## src/rtl/dttfp_pkg.sv

```systemverilog
package dttfp_pkg;

    localparam int CHAR_W  = 8;
    localparam int VALUE_W = 48;
    localparam int FRAC_W  = 27;
    localparam int COUNT_W = 4;
    localparam int BITS_W  = 5;
    localparam int DATA_W  = 32;
    localparam int ADDR_W  = 3;

    localparam logic [BITS_W-1:0] FRAC_BITS_RESET = 5'd12;

    // Register index, taken from paddr[2]
    localparam logic REG_FRACTION_BITS = 1'b0;

    localparam logic [CHAR_W-1:0] CH_NUL   = 8'h00;
    localparam logic [CHAR_W-1:0] CH_TAB   = 8'h09;
    localparam logic [CHAR_W-1:0] CH_CR    = 8'h0D;
    localparam logic [CHAR_W-1:0] CH_SPACE = 8'h20;
    localparam logic [CHAR_W-1:0] CH_PLUS  = 8'h2B;
    localparam logic [CHAR_W-1:0] CH_MINUS = 8'h2D;
    localparam logic [CHAR_W-1:0] CH_POINT = 8'h2E;
    localparam logic [CHAR_W-1:0] CH_ZERO  = 8'h30;
    localparam logic [CHAR_W-1:0] CH_NINE  = 8'h39;

    typedef enum logic [1:0] {
        PH_WS,
        PH_BODY,
        PH_STOP
    } phase_t;

    typedef enum logic [2:0] {
        ST_PARSE,
        ST_PAD,
        ST_DIV,
        ST_SUM,
        ST_DONE
    } state_t;

    typedef struct packed {
        logic take;
        logic pad_step;
        logic load_div;
        logic div_step;
        logic sum;
        logic load_out;
    } cmd_t;

    typedef struct packed {
        logic pad_done;
        logic div_done;
        logic out_free;
    } status_t;

    // Number of kept fraction digits: (4*bits+12)/13 capped at 8, as thresholds on bits
    function automatic logic [COUNT_W-1:0] frac_limit(input logic [BITS_W-1:0] bits);
        logic [COUNT_W-1:0] lim;
        lim = 4'd0;
        if (bits >= 5'd1)  lim = 4'd1;
        if (bits >= 5'd4)  lim = 4'd2;
        if (bits >= 5'd7)  lim = 4'd3;
        if (bits >= 5'd10) lim = 4'd4;
        if (bits >= 5'd14) lim = 4'd5;
        if (bits >= 5'd17) lim = 4'd6;
        if (bits >= 5'd20) lim = 4'd7;
        if (bits >= 5'd23) lim = 4'd8;
        return lim;
    endfunction

    function automatic logic [FRAC_W-1:0] pow_ten(input logic [COUNT_W-1:0] k);
        logic [FRAC_W-1:0] p;
        case (k)
            4'd0:    p = 27'd1;
            4'd1:    p = 27'd10;
            4'd2:    p = 27'd100;
            4'd3:    p = 27'd1000;
            4'd4:    p = 27'd10000;
            4'd5:    p = 27'd100000;
            4'd6:    p = 27'd1000000;
            4'd7:    p = 27'd10000000;
            default: p = 27'd100000000;
        endcase
        return p;
    endfunction

endpackage

```

## src/rtl/decimal_text_to_fixed_point.sv

```systemverilog
// Decimal text to signed fixed point, one character per transfer.
// After the last character the result passes padding (P = 0..8 steps for missing fraction
// digits), the bit-serial divider (27 + MAX_FRACTION_BITS steps), a sum and the output
// register; no further characters are taken until it is loaded into that register.
// Reset (rst_n, asynchronous, active low) clears parse state, fraction_bits to 12.
module decimal_text_to_fixed_point #(
    parameter int INT_BITS          = 23,
    parameter int MAX_FRACTION_BITS = 24
) (
    input  logic                              clk,
    input  logic                              rst_n,
    // APB configuration port
    input  logic                              psel,
    input  logic                              penable,
    input  logic                              pwrite,
    input  logic [dttfp_pkg::ADDR_W-1:0]      paddr,
    input  logic [dttfp_pkg::DATA_W-1:0]      pwdata,
    output logic [dttfp_pkg::DATA_W-1:0]      prdata,
    output logic                              pready,
    // Character stream
    input  logic                              s_tvalid,
    output logic                              s_tready,
    input  logic [7:0]                        s_tdata,   // [7:0] char_code
    input  logic                              s_tlast,   // last_char
    // Result stream
    output logic                              m_tvalid,
    input  logic                              m_tready,
    output logic [dttfp_pkg::VALUE_W-1:0]     m_tdata,   // [47:0] fixed_value
    output logic                              m_tuser    // [0] int_overflow
);
    import dttfp_pkg::*;

    logic [BITS_W-1:0] fraction_bits_reg;
    logic              cfg_write;
    logic              reg_index;
    cmd_t              cmd;
    status_t           status;
    logic signed [VALUE_W-1:0] fixed_value;

    assign pready    = 1'b1;
    assign reg_index = paddr[2];
    assign cfg_write = psel && penable && pwrite && pready;

    always_ff @(posedge clk or negedge rst_n)
    begin
        if (!rst_n)
        begin
            fraction_bits_reg <= FRAC_BITS_RESET;
        end
        else if (cfg_write && reg_index == REG_FRACTION_BITS)
        begin
            fraction_bits_reg <= pwdata[BITS_W-1:0];
        end
    end

    always_comb
    begin
        prdata = '0;
        if (reg_index == REG_FRACTION_BITS)
        begin
            prdata = DATA_W'(fraction_bits_reg);
        end
    end

    dttfp_ctrl u_ctrl (
        .clk      (clk),
        .rst_n    (rst_n),
        .in_valid (s_tvalid),
        .in_last  (s_tlast),
        .status   (status),
        .in_ready (s_tready),
        .cmd      (cmd)
    );

    dttfp_dp #(
        .INT_BITS          (INT_BITS),
        .MAX_FRACTION_BITS (MAX_FRACTION_BITS)
    ) u_dp (
        .clk           (clk),
        .rst_n         (rst_n),
        .cmd           (cmd),
        .char_code     (s_tdata),
        .fraction_bits (fraction_bits_reg),
        .out_ready     (m_tready),
        .status        (status),
        .out_valid     (m_tvalid),
        .fixed_value   (fixed_value),
        .int_overflow  (m_tuser)
    );

    assign m_tdata = fixed_value;

endmodule

```

## src/rtl/dttfp_ctrl.sv

```systemverilog
module dttfp_ctrl (
    input  logic              clk,
    input  logic              rst_n,
    input  logic              in_valid,
    input  logic              in_last,
    input  dttfp_pkg::status_t status,
    output logic              in_ready,
    output dttfp_pkg::cmd_t   cmd
);
    import dttfp_pkg::*;

    state_t state_reg;
    state_t state_next;

    always_ff @(posedge clk or negedge rst_n)
    begin
        if (!rst_n)
        begin
            state_reg <= ST_PARSE;
        end
        else
        begin
            state_reg <= state_next;
        end
    end

    always_comb
    begin
        state_next = state_reg;
        case (state_reg)
            ST_PARSE:
            begin
                if (in_valid && in_last)
                begin
                    state_next = ST_PAD;
                end
            end
            ST_PAD:
            begin
                if (status.pad_done)
                begin
                    state_next = ST_DIV;
                end
            end
            ST_DIV:
            begin
                if (status.div_done)
                begin
                    state_next = ST_SUM;
                end
            end
            ST_SUM:
            begin
                state_next = ST_DONE;
            end
            ST_DONE:
            begin
                if (status.out_free)
                begin
                    state_next = ST_PARSE;
                end
            end
            default:
            begin
                state_next = ST_PARSE;
            end
        endcase
    end

    always_comb
    begin
        in_ready = 1'b0;
        cmd      = '0;
        case (state_reg)
            ST_PARSE:
            begin
                in_ready = 1'b1;
                cmd.take = in_valid;
            end
            ST_PAD:
            begin
                cmd.load_div = status.pad_done;
                cmd.pad_step = !status.pad_done;
            end
            ST_DIV:
            begin
                cmd.div_step = 1'b1;
            end
            ST_SUM:
            begin
                cmd.sum = 1'b1;
            end
            ST_DONE:
            begin
                cmd.load_out = status.out_free;
            end
            default:
            begin
                in_ready = 1'b0;
            end
        endcase
    end

endmodule

```

## src/rtl/dttfp_dp.sv

```systemverilog
module dttfp_dp #(
    parameter int INT_BITS          = 23,
    parameter int MAX_FRACTION_BITS = 24
) (
    input  logic                               clk,
    input  logic                               rst_n,
    input  dttfp_pkg::cmd_t                    cmd,
    input  logic [dttfp_pkg::CHAR_W-1:0]       char_code,
    input  logic [dttfp_pkg::BITS_W-1:0]       fraction_bits,
    input  logic                               out_ready,
    output dttfp_pkg::status_t                 status,
    output logic                               out_valid,
    output logic signed [dttfp_pkg::VALUE_W-1:0] fixed_value,
    output logic                               int_overflow
);
    import dttfp_pkg::*;

    localparam int NUM_W  = FRAC_W + MAX_FRACTION_BITS;
    localparam int STEP_W = $clog2(NUM_W);
    localparam logic [STEP_W-1:0] LAST_STEP = STEP_W'(NUM_W - 1);

    // Parse state
    phase_t              phase_reg, phase_next;
    logic                neg_reg, neg_next;
    logic                point_reg, point_next;
    logic [INT_BITS-1:0] int_reg, int_next;
    logic [FRAC_W-1:0]   frac_reg, frac_next;
    logic [COUNT_W-1:0]  count_reg, count_next;
    logic                ovf_reg, ovf_next;

    // Division and output
    logic [NUM_W-1:0]    num_reg;
    logic [FRAC_W-1:0]   rem_reg;
    logic [STEP_W-1:0]   step_reg;
    logic [VALUE_W-1:0]  mag_reg;
    logic                out_valid_reg;
    logic [VALUE_W-1:0]  value_reg;
    logic                flag_reg;

    logic [BITS_W-1:0]   eff_bits;
    logic [COUNT_W-1:0]  limit;
    logic [FRAC_W-1:0]   divisor;
    logic [3:0]          digit;
    logic [INT_BITS+3:0] int_mul;
    logic [FRAC_W-1:0]   frac_mul;
    logic [FRAC_W:0]     trial;
    logic                fits;

    assign eff_bits = (fraction_bits > BITS_W'(MAX_FRACTION_BITS))
                      ? BITS_W'(MAX_FRACTION_BITS) : fraction_bits;
    assign limit    = frac_limit(eff_bits);
    assign divisor  = pow_ten(limit);

    // Digit codes sit at 0x30..0x39, so the low nibble is the value
    assign digit    = char_code[3:0];
    assign int_mul  = (INT_BITS+4)'({int_reg, 3'b000}) + (INT_BITS+4)'({int_reg, 1'b0})
                      + (INT_BITS+4)'(digit);
    assign frac_mul = FRAC_W'({frac_reg, 3'b000}) + FRAC_W'({frac_reg, 1'b0})
                      + FRAC_W'(cmd.pad_step ? 4'd0 : digit);

    assign trial = {rem_reg, num_reg[NUM_W-1]};
    assign fits  = trial >= {1'b0, divisor};

    assign status.pad_done = count_reg >= limit;
    assign status.div_done = step_reg == LAST_STEP;
    assign status.out_free = !out_valid_reg || out_ready;

    always_comb
    begin
        logic body;
        body       = 1'b0;
        phase_next = phase_reg;
        neg_next   = neg_reg;
        point_next = point_reg;
        int_next   = int_reg;
        frac_next  = frac_reg;
        count_next = count_reg;
        ovf_next   = ovf_reg;
        if (cmd.load_out)
        begin
            phase_next = PH_WS;
            neg_next   = 1'b0;
            point_next = 1'b0;
            int_next   = '0;
            frac_next  = '0;
            count_next = '0;
            ovf_next   = 1'b0;
        end
        else if (cmd.pad_step)
        begin
            frac_next  = frac_mul;
            count_next = count_reg + 4'd1;
        end
        else if (cmd.take)
        begin
            if (char_code == CH_NUL)
            begin
                phase_next = PH_STOP;
            end
            else
            begin
                case (phase_reg)
                    PH_WS:
                    begin
                        if (!((char_code >= CH_TAB && char_code <= CH_CR)
                              || char_code == CH_SPACE))
                        begin
                            phase_next = PH_BODY;
                            if (char_code == CH_MINUS)
                            begin
                                neg_next = 1'b1;
                            end
                            else if (char_code != CH_PLUS)
                            begin
                                body = 1'b1;
                            end
                        end
                    end
                    PH_BODY:
                    begin
                        body = 1'b1;
                    end
                    default:
                    begin
                        body = 1'b0;
                    end
                endcase
            end
            if (body)
            begin
                if (char_code == CH_POINT)
                begin
                    if (point_reg)
                    begin
                        phase_next = PH_STOP;
                    end
                    else
                    begin
                        point_next = 1'b1;
                    end
                end
                else if (char_code >= CH_ZERO && char_code <= CH_NINE)
                begin
                    if (point_reg)
                    begin
                        if (count_reg < limit)
                        begin
                            frac_next  = frac_mul;
                            count_next = count_reg + 4'd1;
                        end
                    end
                    else if (|int_mul[INT_BITS+3:INT_BITS])
                    begin
                        // saturate at the all-ones bound
                        int_next = '1;
                        ovf_next = 1'b1;
                    end
                    else
                    begin
                        int_next = int_mul[INT_BITS-1:0];
                    end
                end
                else
                begin
                    phase_next = PH_STOP;
                end
            end
        end
    end

    always_ff @(posedge clk or negedge rst_n)
    begin
        if (!rst_n)
        begin
            phase_reg     <= PH_WS;
            neg_reg       <= 1'b0;
            point_reg     <= 1'b0;
            int_reg       <= '0;
            frac_reg      <= '0;
            count_reg     <= '0;
            ovf_reg       <= 1'b0;
            step_reg      <= '0;
            out_valid_reg <= 1'b0;
        end
        else
        begin
            phase_reg <= phase_next;
            neg_reg   <= neg_next;
            point_reg <= point_next;
            int_reg   <= int_next;
            frac_reg  <= frac_next;
            count_reg <= count_next;
            ovf_reg   <= ovf_next;
            if (cmd.load_div)
            begin
                step_reg <= '0;
            end
            else if (cmd.div_step)
            begin
                step_reg <= step_reg + 1'b1;
            end
            if (cmd.load_out)
            begin
                out_valid_reg <= 1'b1;
            end
            else if (out_ready)
            begin
                out_valid_reg <= 1'b0;
            end
        end
    end

    // Restoring division: numerator bits shift out the top, quotient bits in at the bottom
    always_ff @(posedge clk)
    begin
        if (cmd.load_div)
        begin
            num_reg <= NUM_W'(frac_reg) << eff_bits;
            rem_reg <= '0;
        end
        else if (cmd.div_step)
        begin
            num_reg <= {num_reg[NUM_W-2:0], fits};
            rem_reg <= fits ? FRAC_W'(trial - {1'b0, divisor}) : trial[FRAC_W-1:0];
        end
        if (cmd.sum)
        begin
            mag_reg <= (VALUE_W'(int_reg) << eff_bits) + VALUE_W'(num_reg);
        end
        if (cmd.load_out)
        begin
            value_reg <= neg_reg ? (~mag_reg + 1'b1) : mag_reg;
            flag_reg  <= ovf_reg;
        end
    end

    assign out_valid    = out_valid_reg;
    assign fixed_value  = value_reg;
    assign int_overflow = flag_reg;

endmodule
```

## config.mk

```make
export PLATFORM = sky130hd
export DESIGN_NAME = decimal_text_to_fixed_point
export DESIGN_NICKNAME = d
export VERILOG_FILES = /design/src/rtl/dttfp_pkg.sv /design/src/rtl/decimal_text_to_fixed_point.sv /design/src/rtl/dttfp_ctrl.sv /design/src/rtl/dttfp_dp.sv
export SDC_FILE = /design/constraint.sdc
export NUM_CORES = 1
export LEC_CHECK = 0
export BUFFER_PORTS_ARGS = -buffer_cell sky130_fd_sc_hd__buf_4
export CAP_MARGIN = 15
export CORE_MARGIN = 2
export CORE_UTILIZATION = 65
export CTS_CLUSTER_SIZE = 24
export DETAILED_ROUTE_END_ITERATION = 8
export PLACE_DENSITY_LB_ADDON = 0.2
export SYNTH_ARGS = -nofsm -noshare
export SYNTH_HDL_FRONTEND = slang
export SYNTH_SLANG_ARGS = --single-unit
```

## constraint.sdc

```tcl
create_clock -name clk -period 8.9 [get_ports clk]
set_input_delay 0.89 -clock clk [delete_from_list [all_inputs] [get_ports clk]]
set_output_delay 0.89 -clock clk [all_outputs]
set_load 0.03 [all_outputs]
```

# [Yosys cells after proc, flatten, opt, wreduce, memory -nomap -nowiden]
# Memory sizes are Yosys's and may differ from the RTL's.
# Cells that the tools add are included.
[word_totals] romBits=168 out_inout_bits=84 register_bits=249 elab_cells=194 mem_count=1
[classes] n_shift=2 muxes=93 eq_ne=20 n_addsub=9 magnitude_cmp=16 bitwise_logic=2 n_reduce_logical=35
[mem_list] memory="(no name shown)" depth=8 width=21 rd=1 rd_ports_with_merged_regs=0 wr=0 line="dttfp_pkg.sv:72" source="case (k)"
[op_table] cell="27-bit 2-to-1 mux" count=10
[op_table] cell="23-bit 2-to-1 mux" count=8
[op_table] cell="51-bit 2-to-1 mux" count=2
[op_table] cell="4-bit 2-to-1 mux" count=16
[op_table] cell="27-bit adder" count=2
[op_table] cell="27-bit by 5-bit << shifter with 51-bit output" count=1
[op_table] cell="48-bit by 1-bit adder with 48-bit output, second input constant" count=1
[op_table] cell="48-bit adder" count=1
[op_table] cell="48-bit 2-to-1 mux" count=1
[op_table] cell="48-bit inverter" count=1
[op_table] cell="23-bit by 5-bit << shifter with 48-bit output" count=1
[op_table] cell="1-bit 2-to-1 mux" count=35
[op_table] cell="28-bit by 27-bit greater-or-equal comparator with 1-bit output" count=1
[op_table] cell="26-bit by 24-bit adder with 27-bit output" count=1
[op_table] cell="27-bit by 4-bit adder with 27-bit output" count=1
[op_table] cell="27-bit subtractor" count=1
[op_table] cell="8-bit by 6-bit equality test with 1-bit output, second input constant" count=3
[op_table] cell="2-bit 2-to-1 mux" count=11
[op_table] cell="6-bit AND reduction" count=3
[op_table] cell="2-bit nonzero test" count=9
[op_table] cell="5-bit greater-or-equal comparator, second input constant" count=3
[op_table] cell="3-bit case mux with 5 select lines" count=1
[op_table] cell="3-bit nonzero test" count=5
[op_table] cell="3-bit 2-to-1 mux" count=4
[op_table] cell="35 further kinds" count=55

# [Depth between registers and ports, before layout]
# Gate-level depths: netlist of the first run.
[depth] word_depth=24 mapped_depth=28 mapped_depth_nobuf=27

# [Cells and area by module]
# Synthesis of the first run repeated with hierarchy kept, for this count alone.
[hier_totals] hier_cells=2287 area_unflattened_um2=20739.9
[modules_own_cells] module="dttfp_dp" area_per_inst_um2=20021.7 instances=1 cells_each=2219 seq_area_each_um2=6636.4
[modules_own_cells] module="decimal_text_to_fixed_point" area_per_inst_um2=469.2 instances=1 cells_each=46 seq_area_each_um2=127.6
[modules_own_cells] module="dttfp_ctrl" area_per_inst_um2=249.0 instances=1 cells_each=22 seq_area_each_um2=75.1

# [Worst setup path after synthesis of the first run]
# Ideal clock, no wire load.
[synth_path] kind="flip-flop to flip-flop" start="reg fraction_bits_reg[3]" end="reg u_dp.frac_reg[26]" synth_period_minus_slack_ps=5915 required_time_ps=8777 arrival_ps=5792 n_path_buf=2 stages_incl_launch_ff=29 path_slack_ps=2985 cell_sequence="dfstp_2 > clkbuf_1 > clkbuf_1 > nor2_1 > nor2_1 > inv_1 > nand3_1 > ha_1 > nor2b_1 > o21ai_0 > nand2b_1 > a21oi_1 > nand2_1 > or3_1 > and2_1 > ha_1 > ha_1 > inv_1 > fa_1 > nand2b_1 > a211o_1 > a31oi_1 > o2111ai_1 > a311oi_1 > a31oi_1 > nor2b_1 > a41o_1 > xnor2_1 > o21ai_1"
[synth_between] elab_chain_cells=24
[synth_rtl] item="start: declaration" line="decimal_text_to_fixed_point.sv:33" source="logic [BITS_W-1:0] fraction_bits_reg;"
[synth_rtl] item="start signal: assignment" line="decimal_text_to_fixed_point.sv:52" source="fraction_bits_reg <= pwdata[BITS_W-1:0];"
[synth_rtl] item="5-bit > comparator" line="dttfp_dp.sv:49" source="assign eff_bits = (fraction_bits > BITS_W'(MAX_FRACTION_BITS))"
[synth_rtl] item="5-bit 2-to-1 mux *" line="dttfp_dp.sv:50" source="? BITS_W'(MAX_FRACTION_BITS) : fraction_bits;"
[synth_rtl] item="5-bit by 1-bit greater-or-equal comparator with 1-bit output" line="dttfp_pkg.sv:59" source="if (bits >= 5'd1) lim = 4'd1;"
[synth_rtl] item="1-bit 2-to-1 mux" line="dttfp_pkg.sv:59"
[synth_rtl] item="4-bit 2-to-1 mux" line="dttfp_pkg.sv:60" source="if (bits >= 5'd4) lim = 4'd2;"
[synth_rtl] item="4-bit 2-to-1 mux" line="dttfp_pkg.sv:61" source="if (bits >= 5'd7) lim = 4'd3;"
[synth_rtl] item="4-bit 2-to-1 mux" line="dttfp_pkg.sv:62" source="if (bits >= 5'd10) lim = 4'd4;"
[synth_rtl] item="4-bit 2-to-1 mux" line="dttfp_pkg.sv:63" source="if (bits >= 5'd14) lim = 4'd5;"
[synth_rtl] item="[8 not listed]"
[synth_rtl] item="27-bit 2-to-1 mux" line="dttfp_dp.sv:146" source="if (count_reg < limit)"
[synth_rtl] item="27-bit 2-to-1 mux" line="dttfp_dp.sv:144" source="if (point_reg)"
[synth_rtl] item="27-bit 2-to-1 mux" line="dttfp_dp.sv:142" source="else if (char_code >= CH_ZERO && char_code <= CH_NINE)"
[synth_rtl] item="27-bit 2-to-1 mux" line="dttfp_dp.sv:131" source="if (char_code == CH_POINT)"
[synth_rtl] item="27-bit 2-to-1 mux" line="dttfp_dp.sv:129" source="if (body)"
[synth_rtl] item="27-bit 2-to-1 mux" line="dttfp_dp.sv:94" source="else if (cmd.take)"
[synth_rtl] item="27-bit 2-to-1 mux" line="dttfp_dp.sv:89" source="else if (cmd.pad_step)"
[synth_rtl] item="27-bit 2-to-1 mux" line="dttfp_dp.sv:79" source="if (cmd.load_out)"
[synth_rtl] item="end signal: assignment" line="dttfp_dp.sv:191" source="frac_reg <= frac_next;"
[synth_rtl] item="end: declaration" line="dttfp_dp.sv:27" source="logic [FRAC_W-1:0] frac_reg, frac_next;"
# Mark *: on every way between the ends. The rest lies on a longest branch, timed or not. The select of a mux whose other input is x is not followed.
# A chain may end at the register's enable or synchronous reset.

# [Final worst setup path of the first run]
[layout_path] start="reg fraction_bits_reg[2]" end="reg u_dp.frac_reg[26]"
# The elaborated chain is that of the path after synthesis.

==> impl_results.rst, run 1 <==
.. list-table::
   :header-rows: 1

   * - Metric
     - Value
   * - Critical Path End
     - u_dp.frac_reg[26]
   * - CTS Hold Bufs
     - 0
   * - Crit end category
     - flip-flop
   * - Cell type contributing the most total cell area after synthesis
     - edfxtp_1
   * - Number of DRC markers after the initial detailed-route iteration
     - 1,520
   * - Root buffer selected by CTS
     - clkbuf_16
   * - Final critical delay including setup and external delays
     - between 6 and 7 ns
   * - Clock tree from TritonCTS
     - done
   * - Congestion Overflow GR
     - 0
   * - Via count of the first global-routing pass
     - 16,347
   * - Final max-slew violation count
     - 0
   * - Total power per unit cell area
     - 337 nW/um2
   * - Critical path required time
     - 9.34 ns
   * - Ys flop type
     - edfxtp_1
   * - Number of cell rows
     - 64
   * - Worst r2r path cells
     - 27
   * - CTS sink count
     - 249
   * - Post-CTS Resized
     - 0
   * - Number of top-level design ports
     - 135
   * - Post-CTS setup buffers
     - 0
   * - Synth Instances
     - 2,243
   * - Global placer's final weighted congestion
     - 0.984
   * - Number of flip-flops and latches in the synthesized netlist
     - approximately 250
   * - Startpoint of the most critical setup path
     - fraction_bits_reg[2]
   * - Most used cell, CP
     - ha_1
   * - Max-capacitance violation count
     - 0
   * - Most frequent cells in the layout
     - a21oi_1 (186), ha_1 (178), nand2_1 (175)
   * - Setup_tns
     - 0 ns
   * - Hold/Removal Path Class
     - flip-flop to flip-flop
   * - Worst-case headroom to the max-slew limit
     - 0.270
   * - Antenna violations before repair
     - 0
   * - Maximum clock skew at final layout
     - ~0.014 ns
   * - Result of the run
     - finished clean
   * - Yosys top cell area share
     - 0.218
   * - Post-route worst hold slack
     - approximately 0.45 ns
   * - Post-synth ARST share
     - 0.297
   * - Layout-stage area growth over the synthesis result
     - 7.86%
   * - FF-to-FF Start
     - fraction_bits_reg[2]
   * - Vertical die dimension
     - 181 um
   * - Number of logic stages on the critical path including buffering
     - 27
   * - Clock Tree Buf Depth
     - 3
   * - Maximum clock frequency
     - between 100 and 150 MHz
   * - Max FFs per register
     - 51
   * - Ant. Diodes
     - 0
   * - Vias
     - ~17,000
   * - Total length of routed wires
     - 53.0 mm
   * - Synth warn
     - 0
   * - Number of I/O port buffers
     - 77
   * - DRC violations left
     - 0
   * - Number of enable-type register cells in the synthesized netlist
     - 148
   * - Clock transition at the register clock pins on the worst setup and hold paths after CTS
     - 0.06 ns
   * - Leakage
     - 9.53 nW
   * - Actual transition at the worst max-transition pin
     - 1.09 ns
   * - Type of the worst setup path
     - flip-flop to flip-flop
   * - Minimum setup slack among reg-to-reg paths
     - 1.97 ns
   * - First-pass GRT wire length
     - about 86 mm
   * - Routed WL per cell
     - 19.8 um
   * - Number of vias per cell
     - between 6 and 7
   * - Cell types occupying the most area after synthesis
     - edfxtp_1 (22%), ha_1 (11%), dfrtp_1 (8.9%)
   * - Maximum fanout encountered on the critical timing path
     - 18
   * - Post-Syn Area
     - 20,400 um2
   * - Unrepaired setup endpoints after global routing
     - false
   * - Portion of the clock cycle consumed by the worst path in the final layout
     - 0.778
   * - Fin. Hold Viols
     - 0
   * - Count of cell types in the netlist
     - between 90 and 100
   * - Max incr delay on CP
     - 0.73 ns
   * - DP HPWL
     - 40.1 mm
   * - Arr. time, crit path
     - ~7.4 ns
   * - Floorplan die area
     - 32,700 um2
   * - Number of H-tree levels
     - 1
   * - Maximum number of pins on one net before global-route repair
     - 75
   * - Core area
     - between 30,000 and 40,000 um2
   * - Total of endpoints with negative setup slack in the final report
     - 0
   * - Antenna viol nets, final
     - 0
   * - VDD IR max
     - 367 uV
   * - Largest delay share family, worst path
     - simple AND/OR/NAND/NOR gates
   * - Number of buffers added by the clock tree synthesis step
     - 29
   * - Clock insertion delay at the later pin of the skew report
     - 0.57 ns
   * - Global-route total usage across every layer
     - 0.322
   * - Net count of the finished layout
     - about 2,500
   * - Proportion of layout cells with a drive suffix above 1
     - 0.0891
   * - Buffers and inverters on the worst path
     - 2
   * - Initial core utilization
     - 0.662
   * - Syn_area_per_cell
     - 9.07 um2
   * - Worst reg2reg endpoint
     - u_dp.frac_reg[26]
   * - Sequential-to-total area share from yosys stat
     - 0.336
   * - Most common library cell in the layout ignoring fill and taps
     - a21oi_1
   * - First-pass iteration count of the detailed router
     - 5
   * - Setup crit start kind
     - flip-flop
   * - Cell with the largest stage delay on the worst path
     - dfstp_2
   * - Die X
     - 181 um
-- cells by family (layout without fill, tap and decap cells) --
kind of cell	after synthesis	count (layout)	synth area share
adders and majority gates	184	184	0.115
muxes	173	173	0.0875
and+or+nand+nor	626	626	0.147
xor gates and xnor gates	157	157	0.0676
AOI/OAI and AO/OA	648	648	0.201
DFF	249	249	0.336
buffers and inverters	204	213	0.0445
other	2	28	0.000369
-- routing by layer --
layer	wire, um	global-route usage	vias up
met5	0	0	-
met2	25000	0.538	639
met4	2030	0.120	0
met3	3160	0.0329	135
met1	22800	0.435	8106
li1	-	-	8280
-- stage by stage --
step / cell area, um2 / power (W) / worst slack [ns] / util / std cells
6_report: 22000 / 0.00741 / 1.97 / 0.714 / 2674
2_1_floorplan: 20500 / 0.00518 / 2.98 / - / 2269
3_3_place_gp: 21000 / 0.00606 / 2.13 / 0.684 / 2620
3_5_place_dp: 21000 / 0.00620 / 2.05 / 0.684 / 2620
4_1_cts: 22000 / 0.00736 / 2.01 / 0.714 / 2674
5_1_grt: 22000 / 0.00798 / 1.49 / 0.714 / 2674
-- cells in the mapped netlist (17+ instances only) --
library cell	instances
buf_1	17
nand2_1	176
a31oi_1	41
nand3_1	83
nor3_1	30
nor2_1	159
dfxtp_1	27
o21bai_1	18
xnor2_1	107
inv_1	58
and3_1	24
o21ai_0	165
and2_1	24
o22ai_1	17
nand2b_1	22
edfxtp_1	148
buf_4	29
nor2b_1	26
a21oi_1	187
buf_2	19
ha_1	178
dfrtp_1	72
xor2_1	50
a21o_1	53
clkbuf_1	78
mux2i_1	161
nand4_1	22
o31ai_1	28
a22o_1	20
-- cell type report --
type | instances | area, um2
fillers | 2415 | 8800
inverters | 60 | 225
multi-input cells | 1816 | 12700
well taps | 396 | 495
clock buffers | 34 | 764
clock inverters | 20 | 144
repair buffers | 99 | 743
flip-flops and latches | 249 | 6840
-- worst reg2reg max path, delay by kind of cell, from the launching register on --
kind                     cells  cell delay, ns
buffers and inverters        2            0.35
adder cells (fa/ha/maj)      4            1.12
XOR/XNOR                     1            0.11
AO/OA/AOI/OAI                9            2.18
flip-flops                   1            0.73
AND/OR/NAND/NOR             11            2.35
-- worst min path at each step --
stage               cells after the start                end  slack [ns]         start
finish                                  0  u_dp.int_overflow        0.45  u_dp.ovf_reg
global route                            0  u_dp.int_overflow        0.47  u_dp.ovf_reg
CTS                                     0  u_dp.int_overflow        0.45  u_dp.ovf_reg
detailed placement                      0  u_dp.int_overflow        0.44  u_dp.ovf_reg
global placement                        0  u_dp.int_overflow        0.43  u_dp.ovf_reg
floorplan                               0  u_dp.int_overflow        0.42  u_dp.ovf_reg
-- report_power, final --
part           internal [W]  leakage [nW]  switching (W)  total (W)
Sequential          0.00171          2.56       0.000337    0.00205
Clock              0.000643         0.437       0.000499    0.00114
Combinational       0.00163          6.54        0.00259    0.00421
Total               0.00398          9.53        0.00342    0.00741
No activity file was read; power rests on OpenSTA's default activity.
==> inputs of run 2 (changes only) <==
--- a/config.mk
+++ b/config.mk
@@ -8,7 +8,7 @@
 export BUFFER_PORTS_ARGS = -buffer_cell sky130_fd_sc_hd__buf_4
 export CAP_MARGIN = 15
 export CORE_MARGIN = 2
-export CORE_UTILIZATION = 65
+export CORE_UTILIZATION = 57
 export CTS_CLUSTER_SIZE = 24
 export DETAILED_ROUTE_END_ITERATION = 8
 export PLACE_DENSITY_LB_ADDON = 0.2
==> constraint.sdc (replaced) <==
create_clock -name clk -period 6.28 [get_ports clk]
set_input_delay 0.628 -clock clk [delete_from_list [all_inputs] [get_ports clk]]
set_output_delay 0.628 -clock clk [all_outputs]
set_load 0.03 [all_outputs]
==> run 2 against run 1 <==
Compared with the run above:
- setup slack got worse by 1.6 ns
- clock-buffer cell count fell by 1
- non-clock buffer count grew 12
- power is 44% higher
- core utilization is 8.5 points lower
- sequential power is 42% higher
- flip-flop and latch count is the same
- register-to-register slack worse by 1.6 ns
- clock power grew 57%
- global-route usage shrank 4.3 points
- maximum frequency rose by 17%
- die area up 14%
- largest cell class unchanged
- largest power group unchanged
- highest routed layer unchanged
==> impl_results.rst, run 2 (synthesis gave the netlist of run 1 again) <==
.. list-table::
   :header-rows: 1

   * - Metric
     - Value
   * - Result of the run
     - finished clean
   * - Cell with the largest stage delay on the worst path
     - dfstp_4
   * - Maximum number of pins on one net before global-route repair
     - 75
   * - Fin. Hold Viols
     - 0
   * - Maximum clock skew at final layout
     - 0.0184 ns
   * - Net count of the finished layout
     - 2,501
   * - Number of H-tree levels
     - 1
   * - Total length of routed wires
     - between 50 and 60 mm
   * - Max incr delay on CP
     - 0.73 ns
   * - Final critical delay including setup and external delays
     - around 5.9 ns
   * - Most used cell, CP
     - ha_1
   * - Proportion of layout cells with a drive suffix above 1
     - 0.0948
   * - Crit end category
     - flip-flop
   * - Final max-slew violation count
     - 0
   * - Critical path required time
     - 6.70 ns
   * - Global placer's final weighted congestion
     - 1.01
   * - Initial core utilization
     - 0.575
   * - Congestion Overflow GR
     - 0
   * - Vias
     - 16,999
   * - Antenna violations before repair
     - 1
   * - Number of vias per cell
     - 6.18
   * - Clock Tree Buf Depth
     - 3
   * - Largest delay share family, worst path
     - compound AO/OA/AOI/OAI gates
   * - Routed WL per cell
     - 18.9 um
   * - Maximum clock frequency
     - 169 MHz
   * - Post-route worst hold slack
     - 0.225 ns
   * - Number of I/O port buffers
     - 77
   * - Most common library cell in the layout ignoring fill and taps
     - a21oi_1
   * - Die X
     - a little under 200 um
   * - Place WS
     - 0.195 ns
   * - Portion of the clock cycle consumed by the worst path in the final layout
     - 0.943
   * - Number of cell rows
     - 69
   * - Antenna viol nets, final
     - 0
   * - Buffers and inverters on the worst path
     - 2
   * - Actual transition at the worst max-transition pin
     - 1.13 ns
   * - Setup crit start kind
     - flip-flop
   * - Max FFs per register
     - 51
   * - Clock transition at the register clock pins on the worst setup and hold paths after CTS
     - 0.07 ns
   * - Max-capacitance violation count
     - 0
   * - Worst Setup Slack, final
     - 0.356 ns
   * - Number of top-level design ports
     - 135
   * - Layout-stage area growth over the synthesis result
     - 9.34%
   * - Root buffer selected by CTS
     - clkbuf_16
   * - First-pass GRT wire length
     - approximately 83 mm
   * - Arr. time, crit path
     - ~6.3 ns
   * - Number of DRC markers after the initial detailed-route iteration
     - 1,200
   * - Clock tree from TritonCTS
     - done
   * - Global-route total usage across every layer
     - 0.279
   * - CTS sink count
     - 249
   * - Total of endpoints with negative setup slack in the final report
     - 0
   * - VDD IR max
     - 320 uV
   * - Total power per unit cell area
     - 479 nW/um2
   * - First-pass iteration count of the detailed router
     - 6
   * - Total Power
     - 0.0107 W
   * - Via count of the first global-routing pass
     - between 15,000 and 20,000
   * - Leakage
     - 9.64 nW
   * - DRC violations left
     - 0
   * - Number of buffers added by the clock tree synthesis step
     - 28
   * - Floorplan die area
     - 37,200 um2
   * - Type of the worst setup path
     - flip-flop to flip-flop
   * - Vertical die dimension
     - 193 um
   * - Core area
     - approximately 35,000 um2
   * - Maximum fanout encountered on the critical timing path
     - 18
   * - Worst-case headroom to the max-slew limit
     - 0.246
   * - Most frequent cells in the layout
     - a21oi_1 (186), ha_1 (178), nand2_1 (175)
   * - DP HPWL
     - 39.4 mm
   * - Clock insertion delay at the later pin of the skew report
     - 0.57 ns
   * - Hold/Removal Path Class
     - primary input to async pin
## run 2: changes by cell type in the layout (fill, tap and decap cells not counted), moves of 2 or more
cell	delta
buf_4	+12
clkinv_2	-6
bufinv_16	+5
clkinvlp_4	-3
clkbuf_8	-2
clkinv_4	+2
## run 2: routing by layer
metal  track usage  routed length [um]  share of wire
met4         0.122                2300          0.044
met3        0.0235                2490          0.048
met2         0.453               23600           0.45
met5             0                   0              0
met1         0.383               23600           0.45
## run 2: power by group
part           internal, W  leakage, nW  total [W]  switching (W)
Sequential         0.00243         2.56    0.00291       0.000479
Clock              0.00109        0.481    0.00179       0.000695
Combinational      0.00233         6.60    0.00597        0.00364
## run 2: what timing repair did
item / CTS / global route
hold buffers: 0 / 0
buffers inserted: 0 / 1
endpoints found under the hold margin: 0 / 0
setup endpoints to repair: 0 / 4
resized for setup: 0 / 5
## run 2: per-stage QoR
stage,std cells,instance area [um2],utilization,TNS [ns]
2_1_floorplan,2269,20500,-,0
3_3_place_gp,2696,21200,0.599,0
3_5_place_dp,2696,21200,0.599,0
4_1_cts,2748,22200,0.628,0
5_1_grt,2749,22300,0.629,-0.00466
6_report,2750,22300,0.629,0
## run 2: path summary, 6_finish.rpt
| path | slack (ns) | cells past startpoint | endpoint | from |
|---|---|---|---|---|
| min in group clk | 0.30 | 2 | u_dp.phase_reg[0] | s_tvalid |
| hold reg to reg | 0.47 | 0 | u_dp.int_overflow | u_dp.ovf_reg |
| max in group asynchronous | 5.42 | 1 | u_dp.step_reg[2] | rst_n |
| setup reg to reg | 0.36 | 27 | u_dp.frac_reg[26] | fraction_bits_reg[2] |
| setup / recovery | 0.36 | 27 | u_dp.frac_reg[26] | fraction_bits_reg[2] |
| hold / removal | 0.23 | 1 | u_dp.phase_reg[1] | rst_n |
## run 2: layout make-up
cell class | count | area, um2
antenna | 1 | 2.50
clock buffer | 33 | 741
clock inverter | 19 | 269
fill | 3017 | 13100
inverter | 60 | 225
multi-input combinational | 1816 | 12800
sequential | 249 | 6840
tap | 461 | 577
timing repair buffer | 111 | 833
==> inputs of run 3 (changes only) <==
--- a/config.mk
+++ b/config.mk
@@ -8,7 +8,7 @@
 export BUFFER_PORTS_ARGS = -buffer_cell sky130_fd_sc_hd__buf_4
 export CAP_MARGIN = 15
 export CORE_MARGIN = 2
-export CORE_UTILIZATION = 57
+export CORE_UTILIZATION = 30
 export CTS_CLUSTER_SIZE = 24
 export DETAILED_ROUTE_END_ITERATION = 8
 export PLACE_DENSITY_LB_ADDON = 0.2
==> constraint.sdc (replaced) <==
create_clock -name clk -period 6.28 [get_ports clk]
set_input_delay 0.314 -clock clk [delete_from_list [all_inputs] [get_ports clk]]
set_output_delay 0.314 -clock clk [all_outputs]
set_load 0.03 [all_outputs]
==> run 3 against run 2 <==
Compared with the run above:
- cell count increased by 16%
- register-to-register slack improved by 0.11 ns
- combinational power increased by 2%
- cell area increased by 2.9%
- clock power increased by 3%
- largest cell class unchanged
==> impl_results.rst, run 3 (synthesis gave the netlist of run 1 again) <==
.. list-table::
   :header-rows: 1

   * - Metric
     - Value
   * - Result of the run
     - finished clean
   * - Clock insertion delay at the later pin of the skew report
     - 0.59 ns
   * - First-pass GRT wire length
     - a little over 90 mm
   * - Critical path required time
     - 6.72 ns
   * - Clock Tree Buf Depth
     - 3
   * - Fin. Hold Viols
     - 0
   * - Congestion Overflow GR
     - 0
   * - Hold/Removal Path Class
     - primary input to flip-flop
   * - Most used cell, CP
     - ha_1
   * - Final max-slew violation count
     - 0
   * - Arr. time, crit path
     - around 6.3 ns
   * - Total of endpoints with negative setup slack in the final report
     - 0
   * - Post-route worst hold slack
     - about 0.06 ns
   * - Via count of the first global-routing pass
     - ~17,000
   * - Clock transition at the register clock pins on the worst setup and hold paths after CTS
     - 0.06 ns
   * - Number of buffers added by the clock tree synthesis step
     - 31
   * - Ant. Diodes
     - 0
   * - Maximum fanout encountered on the critical timing path
     - 9
   * - Net count of the finished layout
     - 2,517
   * - Vias
     - 16,689
   * - Routed WL per cell
     - 18.5 um
   * - Worst-case headroom to the max-slew limit
     - 0.364
   * - Cell with the largest stage delay on the worst path
     - dfstp_2
   * - Vertical die dimension
     - ~260 um
   * - Maximum number of pins on one net before global-route repair
     - 58
   * - Utilization of the core after routing
     - 0.341
   * - Max FFs per register
     - 51
   * - VDD IR max
     - 256 uV
   * - Number of I/O port buffers
     - 77
   * - Crit end category
     - flip-flop
   * - Leakage
     - 9.72 nW
   * - Maximum clock skew at final layout
     - 0.0143 ns
   * - Antenna viol nets, final
     - 0
   * - DP HPWL
     - about 46 mm
   * - Antenna violations before repair
     - 0
   * - First-pass iteration count of the detailed router
     - 5
   * - Total length of routed wires
     - 58.7 mm
   * - Clock tree from TritonCTS
     - done
   * - Floorplan die area
     - 69,900 um2
   * - Most frequent cells in the layout
     - a21oi_1 (186), ha_1 (178), nand2_1 (175)
   * - Max-capacitance violation count
     - 0
   * - Root buffer selected by CTS
     - clkbuf_16
   * - Final critical delay including setup and external delays
     - 5.81 ns
   * - Largest delay share family, worst path
     - simple AND/OR/NAND/NOR gates
   * - Layout-stage area growth over the synthesis result
     - 12.5%
   * - Global-route total usage across every layer
     - 0.164
   * - Actual transition at the worst max-transition pin
     - between 0.9 and 1 ns
   * - Die X
     - 264 um
   * - Number of H-tree levels
     - 1
   * - Setup crit start kind
     - flip-flop
   * - Post-CTS setup buffers
     - 0
   * - Number of vias per cell
     - 5.25
   * - DRC violations left
     - 0
   * - Buffers and inverters on the worst path
     - 2
   * - Proportion of layout cells with a drive suffix above 1
     - 0.0971
   * - CTS sink count
     - 249
   * - Max incr delay on CP
     - 0.61 ns
   * - Portion of the clock cycle consumed by the worst path in the final layout
     - 0.926
   * - Maximum clock frequency
     - roughly 170 MHz
   * - Most common library cell in the layout ignoring fill and taps
     - a21oi_1
   * - Number of cell rows
     - 95
   * - Type of the worst setup path
     - flip-flop to flip-flop
   * - Number of DRC markers after the initial detailed-route iteration
     - 1,019
   * - Total power per unit cell area
     - 472 nW/um2
   * - Global placer's final weighted congestion
     - 0.901
   * - Core area
     - approximately 67,000 um2
   * - Number of top-level design ports
     - between 100 and 150
   * - Initial core utilization
     - 0.303
[run 3: changes by cell type in the layout (fill, tap and decap cells not counted), sizes merged, moves of 3 or more]
cell,before,now
dlygate4sd3,0,7
clkbuf,33,36
clkinv,9,13
buf,111,117
[run 3: final timing paths]
check	cells after the start	slack, ns	from	endpoint
setup / recovery	27	0.47	fraction_bits_reg[2]	u_dp.frac_reg[26]
hold / removal	3	0.06	m_tready	u_dp.out_valid
setup reg to reg	27	0.47	fraction_bits_reg[2]	u_dp.frac_reg[26]
hold reg to reg	0	0.46	u_dp.mag_reg[0]	u_dp.fixed_value[0]
max in group asynchronous	3	5.06	rst_n	u_dp.int_reg[21]
min in group asynchronous	2	0.15	rst_n	u_dp.out_valid
[run 3: cell type report]
class                      instances  area [um2]
inverter                          60         225
fill                            6874       44300
tap                              873        1090
timing repair buffer             124         961
sequential                       249        6840
clock buffer                      36         795
clock inverter                    21         235
multi-input combinational       1816       12800
[run 3: per-layer routing]
layer  share of wire  up-vias  GRT usage
met3           0.034       91     0.0166
li1                -     8315          -
met4           0.031        0     0.0551
met1            0.48     7956      0.225
met2            0.46      327      0.269
met5               0        -          0
[run 3: per-stage QoR]
stage / area (um2) / setup WS [ns] / instances / power (W) / TNS (ns)
after floorplan: 20500 / 0.365 / 2269 / 0.00734 / 0
after global placement: 21800 / 0.298 / 3114 / 0.00888 / 0
after detailed placement: 21800 / 0.263 / 3114 / 0.00894 / 0
after CTS: 22900 / 0.234 / 3178 / 0.0109 / 0
after global routing: 22900 / -0.00397 / 3179 / 0.0117 / -0.00656
final: 22900 / 0.465 / 3179 / 0.0108 / 0
[run 3: worst reg2reg max path, delay by kind of cell (launching register included)]
kind	cells	cell delay [ns]
adders and majority gates	4	1.12
xor gates and xnor gates	1	0.12
AOI/OAI and AO/OA	9	1.82
and+or+nand+nor	11	1.88
DFF	1	0.61
buffers and inverters	2	0.12
[run 3: timing repair]
| item | in CTS | in global routing |
|---|---|---|
| hold buffers | 7 | 0 |
| hold endpoints to repair | 23 | 0 |
| gates resized for setup | 0 | 4 |
| setup endpoints to repair | 0 | 3 |
[run 3: where the power goes]
part / total (W) / internal [W] / switching [W]
clock: 0.00184 / 0.00110 / 0.000735
sequential: 0.00288 / 0.00242 / 0.000460
combinational: 0.00608 / 0.00236 / 0.00372
total: 0.0108 / 0.00588 / 0.00492
